## config.mk

```make
export PLATFORM = sky130hd
export DESIGN_NAME = fock2e_term_sel
export DESIGN_NICKNAME = d
export VERILOG_FILES = /design/src/fock2e_pkg.sv /design/src/fock2e_term_sel.sv
export SDC_FILE = /design/constraint.sdc
export NUM_CORES = 1
export LEC_CHECK = 0
export BUFFER_PORTS_ARGS = -buffer_cell sky130_fd_sc_hd__buf_2
export CAP_MARGIN = 30
export CORE_ASPECT_RATIO = 1.2
export CORE_MARGIN = 2
export CORE_UTILIZATION = 40
export DETAILED_ROUTE_END_ITERATION = 12
export GPL_TIMING_DRIVEN = 0
export PLACE_DENSITY = 0.76
export SLEW_MARGIN = 20
export SYNTH_ARGS = -nofsm -noshare
export SYNTH_HDL_FRONTEND = slang
export SYNTH_SLANG_ARGS = --single-unit
export TNS_END_PERCENT = 1
```

## constraint.sdc

```tcl
create_clock -name vclk -period 2.08
set_clock_uncertainty 0.05 [all_clocks]
set_input_delay 0.104 -clock vclk [all_inputs]
set_output_delay 0.104 -clock vclk [all_outputs]
set_load 0.005 [all_outputs]
```

## src/fock2e_pkg.sv

```systemverilog
// Package of the Fock two-electron accumulator: transaction types, item
// codes, weight codes and saturation limits. No dependencies.
`timescale 1ns / 1ps

package fock2e_pkg;

  // Item kinds.
  localparam logic [1:0] KIND_LOAD     = 2'd0;
  localparam logic [1:0] KIND_INTEGRAL = 2'd1;
  localparam logic [1:0] KIND_READ     = 2'd2;
  localparam logic [1:0] KIND_CLEAR    = 2'd3;

  // Weights held as twice their value.
  localparam logic signed [3:0] W2_NEG_ONE      = -4'sd2;
  localparam logic signed [3:0] W2_NEG_HALF     = -4'sd1;
  localparam logic signed [3:0] W2_HALF         = 4'sd1;
  localparam logic signed [3:0] W2_ONE          = 4'sd2;
  localparam logic signed [3:0] W2_THREE_HALVES = 4'sd3;
  localparam logic signed [3:0] W2_TWO          = 4'sd4;

  // Accumulator limits.
  localparam logic signed [63:0] ACC_MAX = 64'sh7FFF_FFFF_FFFF_FFFF;
  localparam logic signed [63:0] ACC_MIN = 64'sh8000_0000_0000_0000;

  typedef struct packed {
    logic [1:0]         kind;
    logic [5:0]         idx_p;
    logic [5:0]         idx_q;
    logic [5:0]         idx_r;
    logic [5:0]         idx_s;
    logic signed [31:0] value_in;
  } in_item_t;

  typedef struct packed {
    logic signed [63:0] matrix_value;
    logic               saturated;
  } out_item_t;

  // One symmetry image of an integral.
  typedef struct packed {
    logic              en;
    logic [5:0]        row;
    logic [5:0]        col;
    logic [5:0]        drow;
    logic [5:0]        dcol;
    logic signed [3:0] w2;
  } term_t;

  // Stage enables of the shared multiply-accumulate unit.
  typedef struct packed {
    logic              mul_en;
    logic              scale_en;
    logic signed [3:0] w2;
  } mac_ctrl_t;

endpackage

```

## src/fock2e_term_sel.sv

```systemverilog
// Symmetry-image selector: maps the integral indices and a term number to
// the target cell, density cell and weight. Depends on fock2e_pkg.
`timescale 1ns / 1ps

module fock2e_term_sel (
  input  logic [5:0]          idx_p_i,
  input  logic [5:0]          idx_q_i,
  input  logic [5:0]          idx_r_i,
  input  logic [5:0]          idx_s_i,
  input  logic [2:0]          term_i,
  output fock2e_pkg::term_t   term_o
);

  // Twice the a-weight from the index-equality rules.
  function automatic logic signed [3:0] weight_a2(logic [5:0] i, logic [5:0] j,
                                                  logic [5:0] k, logic [5:0] l);
    logic signed [3:0] w;
    if ((k == i || k == j) && l == k) begin
      w = fock2e_pkg::W2_HALF;
    end else if (j != i && (k == i || k == j || l == i || l == j) && l != k) begin
      w = fock2e_pkg::W2_THREE_HALVES;
    end else if (k != i && k != j && l != i && l != j && l != k) begin
      w = fock2e_pkg::W2_TWO;
    end else begin
      w = fock2e_pkg::W2_ONE;
    end
    return w;
  endfunction

  // Twice the b-weight from the index-equality rules.
  function automatic logic signed [3:0] weight_b2(logic [5:0] i, logic [5:0] j,
                                                  logic [5:0] k, logic [5:0] l);
    logic signed [3:0] w;
    if (k == i && k != j && l != i && l != j) begin
      w = fock2e_pkg::W2_NEG_ONE;
    end else if ((j == i || k == j) && l == j) begin
      w = fock2e_pkg::W2_HALF;
    end else if (k == i && (k == j || l == i) && l != j) begin
      w = fock2e_pkg::W2_ONE;
    end else if (k != i && (k == j || l == i) && l != j) begin
      w = fock2e_pkg::W2_THREE_HALVES;
    end else begin
      w = fock2e_pkg::W2_NEG_HALF;
    end
    return w;
  endfunction

  logic [5:0] p, q, r, s;

  assign p = idx_p_i;
  assign q = idx_q_i;
  assign r = idx_r_i;
  assign s = idx_s_i;

  // Each term number selects one image and its enabling condition.
  always_comb begin
    unique case (term_i)
      3'd0: term_o = '{1'b1, p, q, r, s, weight_a2(p, q, r, s)};
      3'd1: term_o = '{(r != q), p, r, q, s, weight_b2(p, q, r, s)};
      3'd2: term_o = '{(s != q && s != r), p, s, q, r, weight_b2(p, q, s, r)};
      3'd3: term_o = '{(q >= r && q != p), q, r, p, s, weight_b2(q, p, r, s)};
      3'd4: term_o = '{(q < r && r != p), r, q, p, s, weight_b2(r, s, q, p)};
      3'd5: term_o = '{(q >= s && s != r && q != p), q, s, p, r, weight_b2(q, p, s, r)};
      3'd6: term_o = '{(q < s && s != r), s, q, p, r, weight_b2(s, r, q, p)};
      default: term_o = '{(r != p && r != q && s != q), r, s, p, q, weight_a2(r, s, p, q)};
    endcase
  end

endmodule

```

After elaboration in Yosys (flattened, before gate mapping):

Cells that the tools add are included.

* add/sub/neg operators: 0
* multipliers: 0
* divide/modulo/power cells: 0
* order comparisons: 4
* equal/unequal tests: 28
* shift operators: 0
* muxes and demuxes: 31
* bitwise logic cells: 0
* reduce and logical (&&, ||, !) cells: 86

Operators with widths (number)
* $pmux 29 s7: 1
* $mux 4: 24
* $eq 6x6->1: 12
* $logic_and 1x1->1: 69
* $ne 6x6->1: 10
* $mux 3: 6
* $logic_or 1x1->1: 16
* $ge 6x6->1: 2
* $lt 6x6->1: 2
* $eq 3x3->1 const B: 3
* $eq 3x2->1 const B: 2
* $eq 3x1->1 const B: 1
* $logic_not 3->1: 1

* bits in registers: 0
* bits in latches: 0
* RAM bits: 0
* bits in read-only memories: 0
* input port bits: 27
* output and inout bits: 29
* word-level logic and storage cells: 149
* memories kept: 0

Depth between registers and ports, before layout:

* depth after elaboration: 9
* mapped depth: 10
* depth with buffers taken out: 8

Worst setup path after synthesis:

No wires, ideal clock.

* path type: input to output
* start: in idx_s_i[3]
* end: out term_o[2] in the netlist's numbering
* arrival time: 1.833 ns
* data required time: 1.926 ns
* setup slack: 0.093 ns
* cell stages on the path: 8
* buffers on the path: 1
* cells stage by stage: buf_2 -> inv_1 -> ha_1 -> nand2_1 -> or3_4 -> or4_1 -> a31o_1 -> nand3_1

RTL lines
* start: declaration: line fock2e_term_sel.sv:9 `input logic [5:0] idx_s_i,`
* end: declaration: line fock2e_term_sel.sv:11 `output fock2e_pkg::term_t term_o`

==> results.md <==
* Slew Viols, Final at 0
* Startpoint Class: primary input
* DP Area at 2390 um^2
* Fin nets at 432
* Fmax at 476 MHz
* Leakage power at 1.10 nW
* Share of total power in the clock network at 0%
* Worst min path class: primary input to output pin
* DRC at 0
* Final Cycle Share at 101%
* WS Path Type: primary input to output pin
* P_sw at 0.389 mW
* Sequential cell count at 0
* Layout Cells excl Fill at 451
* Status: finished with violations
* Tmin final at 2.10 ns
* Area leader, netlist: xnor2_1
* HPWL after detailed placement at 6290 um
* Sequential Area at 0 um^2
* Starting density of the core at 41.9%
* Power share of the combinational group at 100.0%
* Ranking of synthesized cells by area: xnor2_1, o21ai_0, ha_1
* WP data arrival at 1.95 ns
* Die Y at 83.1 um
* Final setup margin at -0.0204 ns
* Starting DRT DRC Count at 358
* GRT Total Usage at 27.1%
* Internal Power at 0.302 mW
* Post-synthesis xor/xnor area fraction at 10.8%
* Routed vias at 2949
* Die width at 69.9 um
* Tot Pwr at 0.691 mW
* Mapped Nets at 378
* Failing checks: negative setup slack
* CP Max Fanout at 4
* Io pins at 56
* Post-Synth Adder-Cell Area at 7.20%
* Least-Margin Pin Slew at 0.584 ns
* Max VDD drop at 0.000120 V
* RSZ-0062 raised after global routing: true
* Port bufs at 45
* First-pass GRT wire length at 13200 um
* Syn Inst Count at 339
* Final core occ at 56.9%
* Clkbuf count at 0
* Area Growth Syn to Fin at 35.8%
* Gp weighted congestion at 1.02
* Ratio of cells with drive above 1 in the final layout at 34.3%
* Yosys top cell area share at 8.40%
* Synth Cell Area at 2090 um^2
* Main combinational cell family by area after synthesis: compound AO/OA/AOI/OAI gates
* Routed len/inst at 19.1 um
* Fin area at 2830 um^2
* Total wire length at 8620 um
* Power Density at 244 nW/um^2
* Max-slew headroom at 61.1%
* Post-route ant nets at 0
* Post-synthesis mux area share at 0%
* Vias in the first global route at 2679
* Final Hold Vio Count at 0
* Pre-CTS WS at -0.373 ns
* Final setup fails at 4
* Initial antenna violation count at 0
* Total congestion overflow at 0
* MaxCap Viol Count at 0
* Vias/cell at 6.54
* Site Rows at 28
* Mean Syn Cell Area at 6.15 um^2
* Core area at 4970 um^2
* TritonRoute pass-1 iters at 6
* Die area at 5810 um^2
* Pin count of the biggest net entering global routing at 11
* Placed Cells at 444
* N_diodes at 0
* Switch share at 56.3%
* Compound-gate portion of the synthesized area at 40.6%
* Register area share after synthesis at 0%
* Worst Path Required at 1.93 ns
* Synth Warn # at 0
* Post-synth cell types at 66
* Sequential share of power at 0%
* CP Capture Type: output pin
* Simple-gate share of the synthesized area at 28.3%
stage by stage:
stage	hold slack (ns)	setup TNS, ns
after floorplan	0.289	0
after global placement	0.581	-0.779
after detailed placement	0.575	-0.900
after CTS	0.535	0
after global routing	0.547	-0.388
final	0.536	-0.0355
cells in the mapped netlist (2+ instances only):
master     n
o21ai_1    4
o221a_2    7
a21oi_1   25
and3_1     2
nand3_1   17
o21ai_0   32
o221ai_1   3
ha_1      12
or4_1      2
buf_4      3
nor3_1    15
nand4_1    3
xor2_1     2
nor2_1    31
a221o_1    4
clkbuf_1  15
o22ai_1   11
a21o_1     4
nand2_1   31
or3_1      2
a31oi_1    5
xnor2_2    2
nand2b_1   2
o32a_1     2
a211oi_1   5
buf_1      3
o31ai_1    2
xnor2_1   20
inv_1     13
buf_2     18
a221oi_1   4
nor2b_1    4
final timing paths:
kind                         end  slack (ns)  cells past startpoint  startpoint
worst min-delay path  term_o[25]        0.54                      3  idx_r_i[3]
worst max-delay path   term_o[2]       -0.02                      8  idx_q_i[1]
power groups by stage:
| stage | Sequential (mW) | Combinational (mW) | Clock (mW) |
|---|---|---|---|
| floorplan | 0 | 0.384 | 0 |
| global placement | 0 | 0.564 | 0 |
| detailed placement | 0 | 0.565 | 0 |
| CTS | 0 | 0.607 | 0 |
| global route | 0 | 0.744 | 0 |
| finish | 0 | 0.691 | 0 |
what timing repair did:
action	CTS	global route
setup endpoints to repair	5	10
resized for setup	37	58
cloned	0	0
buffers inserted	3	4
hold buffers	0	0
pin swaps	6	20
kinds of logic (layout without fill, tap and decap cells):
| logic type | count (synthesis) | in the layout |
|---|---|---|
| AND/OR/NAND/NOR | 121 | 121 |
| buffers and inverters | 57 | 109 |
| AO/OA/AOI/OAI | 125 | 125 |
| adder cells (fa/ha/maj) | 12 | 12 |
| XOR/XNOR | 24 | 24 |
layout by cell type (no fill, tap or decap), types with 3 or more instances in the layout:
master     n
clkbuf_2   3
a21oi_1   25
o21ai_0   30
a211oi_1   5
ha_1       4
xnor2_2    5
buf_6      7
o221ai_1   3
buf_2     48
xnor2_1   17
a31oi_1    5
a221o_1    4
inv_1      4
nor3_1    13
buf_4     14
o21ai_1    4
inv_2      6
nand4_1    3
nand2_1   29
inv_4      3
a21o_1     4
nor2_1    29
nand3_1   15
ha_4       8
nor2b_1    4
o22ai_1   11
clkbuf_1  14
o221a_2    7
a221oi_1   3
buf_8      3
routing by layer:
layer	global-route usage, %	share of wire [%]	up-vias
met2	46.7	49	215
met3	1.82	8.9	36
met4	11.2	3.9	0
met5	0	0	-
met1	34.4	38	1337
li1	-	-	1361
worst max-delay path: stages:
cell	delay, ns
buf_2	0.14
ha_4	0.29
nand2_4	0.06
or3_4	0.39
or4_1	0.52
a31o_1	0.25
nand3_1	0.08
buf_2	0.11
cell type report:
type                       instances  area, um^2
fill                             476        2140
multi-input combinational        282        2080
timing repair buffer              52         327
buffer                            42         265
inverter                          15        82.6
tap                               60        75.1
Note: power is estimated with default switching activity, not from simulation.
