$ cat src/fock2e_pkg.sv
// Package of the Fock two-electron accumulator: transaction types, item
// codes, weight codes and saturation limits. No dependencies.
`timescale 1ns / 1ps

package fock2e_pkg;

  // Item kinds.
  localparam logic [1:0] KIND_LOAD     = 2'd0;
  localparam logic [1:0] KIND_INTEGRAL = 2'd1;
  localparam logic [1:0] KIND_READ     = 2'd2;
  localparam logic [1:0] KIND_CLEAR    = 2'd3;

  // Weights held as twice their value.
  localparam logic signed [3:0] W2_NEG_ONE      = -4'sd2;
  localparam logic signed [3:0] W2_NEG_HALF     = -4'sd1;
  localparam logic signed [3:0] W2_HALF         = 4'sd1;
  localparam logic signed [3:0] W2_ONE          = 4'sd2;
  localparam logic signed [3:0] W2_THREE_HALVES = 4'sd3;
  localparam logic signed [3:0] W2_TWO          = 4'sd4;

  // Accumulator limits.
  localparam logic signed [63:0] ACC_MAX = 64'sh7FFF_FFFF_FFFF_FFFF;
  localparam logic signed [63:0] ACC_MIN = 64'sh8000_0000_0000_0000;

  typedef struct packed {
    logic [1:0]         kind;
    logic [5:0]         idx_p;
    logic [5:0]         idx_q;
    logic [5:0]         idx_r;
    logic [5:0]         idx_s;
    logic signed [31:0] value_in;
  } in_item_t;

  typedef struct packed {
    logic signed [63:0] matrix_value;
    logic               saturated;
  } out_item_t;

  // One symmetry image of an integral.
  typedef struct packed {
    logic              en;
    logic [5:0]        row;
    logic [5:0]        col;
    logic [5:0]        drow;
    logic [5:0]        dcol;
    logic signed [3:0] w2;
  } term_t;

  // Stage enables of the shared multiply-accumulate unit.
  typedef struct packed {
    logic              mul_en;
    logic              scale_en;
    logic signed [3:0] w2;
  } mac_ctrl_t;

endpackage

$ cat src/fock2e_mac.sv
// Shared multiply-scale-accumulate unit with a saturating 64-bit adder.
// Depends on fock2e_pkg.
`timescale 1ns / 1ps

module fock2e_mac (
  input  logic                    clk_i,
  input  fock2e_pkg::mac_ctrl_t   ctrl_i,
  input  logic signed [31:0]      dens_i,
  input  logic signed [31:0]      value_i,
  input  logic signed [63:0]      acc_i,
  output logic signed [63:0]      sum_o,
  output logic                    clip_o
);

  logic signed [63:0] product_d, product_q;
  logic signed [66:0] scaled_d, scaled_q;
  logic signed [64:0] term_val;
  logic signed [66:0] term_ext;
  logic signed [3:0]  mag4;
  logic [2:0]         mag;
  logic               neg;
  logic signed [67:0] sum_wide;
  logic               in_range;

  // Stage one: exact product of density and integral value.
  assign product_d = dens_i * value_i;

  always_ff @(posedge clk_i) begin
    if (ctrl_i.mul_en) begin
      product_q <= product_d;
    end
  end

  // Stage two: signed weight magnitude applied by shift and add.
  assign neg      = ctrl_i.w2 < 0;
  assign mag4     = neg ? -ctrl_i.w2 : ctrl_i.w2;
  assign mag      = mag4[2:0];
  assign term_val = neg ? -65'(product_q) : 65'(product_q);
  assign term_ext = 67'(term_val);

  always_comb begin
    unique case (mag)
      3'd1:    scaled_d = term_ext;
      3'd2:    scaled_d = term_ext <<< 1;
      3'd3:    scaled_d = term_ext + (term_ext <<< 1);
      3'd4:    scaled_d = term_ext <<< 2;
      default: scaled_d = '0;
    endcase
  end

  always_ff @(posedge clk_i) begin
    if (ctrl_i.scale_en) begin
      scaled_q <= scaled_d;
    end
  end

  // Final stage: exact sum, clipped to the signed 64-bit range.
  assign sum_wide = 68'(acc_i) + 68'(scaled_q);
  assign in_range = (&sum_wide[67:63]) || !(|sum_wide[67:63]);
  assign clip_o   = !in_range;
  assign sum_o    = in_range ? sum_wide[63:0]
                  : (sum_wide[67] ? fock2e_pkg::ACC_MIN : fock2e_pkg::ACC_MAX);

endmodule

$ cat config.mk
export PLATFORM = sky130hd
export DESIGN_NAME = fock2e_mac
export DESIGN_NICKNAME = d
export VERILOG_FILES = /design/src/fock2e_pkg.sv /design/src/fock2e_mac.sv
export SDC_FILE = /design/constraint.sdc
export NUM_CORES = 2
export LEC_CHECK = 0
export ABC_AREA = 1
export BUFFER_PORTS_ARGS = -buffer_cell sky130_fd_sc_hd__buf_2
export CAP_MARGIN = 20
export CORE_MARGIN = 5
export CORE_UTILIZATION = 55
export DETAILED_ROUTE_END_ITERATION = 10
export PLACE_DENSITY = 0.72
export SLEW_MARGIN = 40
export SYNTH_ARGS = -nofsm -noshare
export SYNTH_HDL_FRONTEND = slang
export SYNTH_SLANG_ARGS = --single-unit
$ cat constraint.sdc
create_clock -name clk_i -period 10.16 [get_ports clk_i]
set_clock_uncertainty 0.2 [all_clocks]
set_input_delay 1.016 -clock clk_i [delete_from_list [all_inputs] [get_ports clk_i]]
set_output_delay 1.016 -clock clk_i [all_outputs]
set_load 0.01 [all_outputs]
### Word level (Yosys, flattened, before mapping)

Index checks and enable logic that the tools add are counted.

| word-level totals | value |
|---|---|
| register bits after elaboration | 131 |
| output and inout port bits | 65 |
| word-level logic and storage cells | 22 |

| operators by class | value |
|---|---|
| multiply operators | 1 |
| add/subtract/negate cells | 4 |
| $lt $le $gt $ge | 1 |
| muxes and demuxes | 5 |
| reductions and logical operators | 5 |
| equal/unequal tests | 4 |

Operators with widths:

| cell | number |
|---|---|
| $pmux 67 s4 | 1 |
| $mux 64 | 2 |
| $add 64x67->68 | 1 |
| $add 65x66->67 | 1 |
| $mux 65 | 1 |
| $neg 64->65 | 1 |
| $mul 32x32->64 | 1 |
| $eq 3x2->1 const B | 2 |
| $reduce_and 5->1 | 1 |
| $reduce_or 5->1 | 1 |
| $lt 4x1->1 const B | 1 |
| $eq 3x1->1 const B | 1 |
| $eq 3x3->1 const B | 1 |
| $mux 3 | 1 |
| $neg 3->3 | 1 |
| $logic_not 1->1 | 2 |
| $logic_or 1x1->1 | 1 |

### Longest topological paths before layout

| depth | value |
|---|---|
| depth in word-level cells | 5 |
| gate-level depth with buffers | 33 |

### Least setup slack after synthesis

No wires, ideal clock.

| timing path | value |
|---|---|
| path type | input to register |
| start | input dens_i[31] |
| end | register product_q[62], data pin |
| setup time | 259 ps |
| data required time | 9,701 ps |
| path slack | 1,807 ps |
| buffers on the path | 1 |
| arrival | 7,894 ps |
| cell stages on the path | 25 |
| path through | clkbuf_1 > nand2_1 > inv_1 > fa_1 > fa_1 > fa_1 > inv_1 > fa_1 > inv_1 > fa_1 > fa_1 > inv_1 > fa_1 > fa_1 > inv_1 > ha_1 > a21oi_1 > inv_1 > a21oi_1 > inv_1 > a21oi_1 > o221ai_1 > a21oi_1 > nand2_1 > xor2_1 |

| on the way | value |
|---|---|
| cells in the longest elaborated chain, start to end | 1 |

RTL lines:

| item | line | RTL |
|---|---|---|
| start, declared | fock2e_mac.sv:8 | `input logic signed [31:0] dens_i,` |
| $mul 32x32->64 | fock2e_mac.sv:26 | `assign product_d = dens_i * value_i;` |
| net product_d[62] | fock2e_mac.sv:15 | `logic signed [63:0] product_d, product_q;` |
| end signal, assigned | fock2e_mac.sv:30 | `product_q <= product_d;` |
| end, declared | fock2e_mac.sv:15 |  |

The timed path passes the listed nets, and every way through them passes these cells.
A chain may end at the register's enable or synchronous reset.

### Worst setup path in the final report

| timing path | value |
|---|---|
| start | input value_i[2] |
| end | register product_q[60], data pin |

| on the way | value |
|---|---|
| cells in the longest elaborated chain, start to end | 1 |

RTL lines:

| item | line | RTL |
|---|---|---|
| start, declared | fock2e_mac.sv:9 | `input logic signed [31:0] value_i,` |
| $mul 32x32->64 | fock2e_mac.sv:26 |  |
| net product_d[60] | fock2e_mac.sv:15 |  |

The timed path passes the listed nets, and every way through them passes these cells.

==> key figures <==
Layout
  • Area added between synthesis and finish: 4.97%
  • Design area: about 58,000 um2
  • Nets: 9,241
  • Share of cells above drive strength 1: 4.48%

Die
  • Placeable Area: 100,000 um2
  • Die Y: 328 um
  • Initial Utilization: 55.4%
  • Die area: between 100,000 and 150,000 um2
  • Die width: 328 um
  • Rows: ~120
  • Ports: 200

Setup path
  • CP max stage cell: fa_1
  • Crit path top cell by count: fa_1
  • Startpoint types: input pin
  • Top cell family by delay on the critical path: adder cells
  • Buf+Inv Stages, Crit Path: 7
  • Critical path class: input pin to flop
  • CP arrival: 8.94 ns
  • Crit path largest cell delay: 0.88 ns
  • CP endpoint kind: flop
  • Critical Path RT: 10.19 ns
  • Max FO, Critical Path: 32
  • Crit-path cells: buf_2 > nand2_1 > inv_1 > fa_1 > fa_1 > fa_1 > inv_1 > fa_1 > inv_1 > fa_1 > fa_1 > inv_1 > fa_1 > inv_1 > fa_1 > ha_1 > a21oi_1 > o21ai_0 > inv_1 > o21ai_0 > a221oi_1 > nand3_1 > nand2_1 > nand2_1

Timing
  • Peak Freq: 112 MHz
  • Crit path time final: 8.92 ns
  • # setup viols final: 0
  • Final Hold Fails: 0
  • Crit share post-route: between 80 and 90%
  • Rel. slew slack: 37.0%
  • Setup TNS: 0 ns
  • Fin. max-slew vios: 0
  • Unrepaired setup endpoints after global routing: no
  • Worst Tran Pin Value: about 0.94 ns

Clock tree
  • CTS tree: yes
  • Skew-Pair Late Insertion Delay: between 0.4 and 0.5 ns
  • Clock tree buffer depth: 2
  • Sinks on Clock Net: 131
  • CTS H-tree depth: 4
  • Post_cts resized: 0
  • Post-CTS Setup Bufs: 0
  • CTS Buf Count: 17
  • Post-CTS Hold Buffers: 0
  • CTS Root Cell: clkbuf_16
  • Clock slew at reported path FFs: 0.06 ns

Global route
  • Vias in the first global route: 51,200
  • First-pass GRT wire length: 297,000 um
  • Largest net degree at the start of global routing: 70
  • Total track usage: 36.0%
  • Initial antenna violation count: 6
  • Grt total ovfl: 0

Min path
  • Hold crit path type: flop to flop

Placement
  • Cell Area, Placed: 57,700 um2
  • Port Buf Inserts: between 150 and 200
  • DPL Wire Length: 164,000 um
  • GPL Wtd Cong: 0.986

Synthesis
  • Synth cell types: 49
  • YS warnings: 0
  • Syn_area_per_cell: 7.25 um2
  • Post-synthesis sequential area ratio: 7.07%
  • Post-synth design cell area: 55,600 um2
  • Synth Register Bits: 131
  • Syn Nets: 9,208
  • Cells after synthesis: roughly 7,700

Outcome
  • Run status: finished clean

Drt
  • DR top layer: met5
  • Drt pass-1 iters: 8
  • WL final: 192,000 um
  • Met1 WL: 73,100 um
  • Post-route DRC: 0
  • WL/cell: 21.1 um
  • DR WL met2: 92,800 um
  • Met3 WL: 14,300 um
  • 1st-iter DRT viols: approximately 3,800
  • Via-per-instance ratio: 5.43
  • Antenna viol nets, final: 0
  • DR vias: 49,300

Job
  • Total of max-cap violations: 0
[worst paths after layout]
check,from,endpoint,slack (ns),depth (start not counted)
worst min register to register,product_q[0],scaled_q[0],0.59,2
worst min-delay path,product_q[0],scaled_q[0],0.59,2
worst max register to register,product_q[0],scaled_q[47],4.64,21
worst max-delay path,value_i[2],product_q[60],1.24,24
[tightest hold or removal path, cell delays in order, from the launching register on]
cell	delay, ns
edfxtp_1	0.40
inv_1	0.11
nor2_1	0.16
[synthesized netlist by cell type (all sizes together)]
cell type,n,area (um2)
a211o,1,8.76
a211oi,3,22.5
a21boi,6,45.0
a21o,25,188
a21oi,318,1600
a221oi,2,17.5
a22oi,3,22.5
a31o,1,8.76
a31oi,22,138
and2,5,31.3
and3,8,50.1
buf,19,188
clkbuf,219,822
clkinv,2,7.51
edfxtp,131,3930
fa,1084,21700
ha,318,3980
inv,1991,7470
nand2,2181,8240
nand3,184,936
nand3b,18,135
nand4,77,482
nor2,519,1970
nor3,43,230
nor3b,1,7.51
nor4,16,100
o2111ai,4,35.0
o211ai,17,128
o21a,7,52.6
o21ai,196,981
o21bai,39,293
o221ai,2,17.5
o31ai,4,35.0
or2,24,150
xnor2,44,385
xor2,137,1200
[layout by cell type (no fill, tap or decap), types with 25 or more instances in the layout]
cell | Yosys | final
a21o_1 | 25 | 25
a21oi_1 | 317 | 317
buf_2 | 3 | 195
buf_4 | 0 | 54
edfxtp_1 | 131 | 131
fa_1 | 1084 | 1084
ha_1 | 318 | 318
inv_1 | 1988 | 1988
nand2_1 | 2169 | 2169
nand3_1 | 181 | 181
nand4_1 | 77 | 77
nor2_1 | 509 | 506
nor3_1 | 40 | 40
o21ai_0 | 194 | 192
o21bai_1 | 39 | 39
xnor2_1 | 44 | 43
xor2_1 | 137 | 137
[stage by stage]
stage	cells	utilization, %	setup slack, ns	hold WS [ns]
6_report	9077	58.2	1.24	0.592
5_1_grt	9076	58.2	0.620	0.622
4_1_cts	9071	58.1	1.19	0.593
3_5_place_dp	9039	57.5	0.682	0.583
3_3_place_gp	9039	57.5	0.705	0.565
2_1_floorplan	7671	-	1.81	0.444
[logic make-up (layout without fill, tap and decap cells)]
kind of cell             count (synthesis)  in the layout  synth area share, %
AND/OR/NAND/NOR                       3076           3076                 22.2
buffers and inverters                 2231           2277                 15.3
adder cells (fa/ha/maj)               1402           1402                 46.2
AO/OA/AOI/OAI                          650            650                 6.45
XOR/XNOR                               181            181                 2.85
flip-flops                             131            131                 7.07
other                                    0              3                    0
[routing by layer]
metal  up-vias  track usage [%]
met5         -                0
met4         6             17.6
met3       458             5.09
met2      2234             62.1
met1     24000             44.6
li1      22600                -
[sequential cells by signal (all words and copies together), names as in the netlist]
signal,count
scaled_q,67
product_q,64
[cell type report]
class                   count  area (um2)
well taps                1357        1700
inverters                1993        7480
diodes                      3        7.51
repair buffers            252        1460
clock buffers              17         425
multi-input cells        5309       43200
flip-flops and latches    131        3930
fillers                  9520       41900
clock inverters            15         159
Power is not shown: default switching activity piles up to over one toggle a cycle in this logic, so the estimate is an artifact.
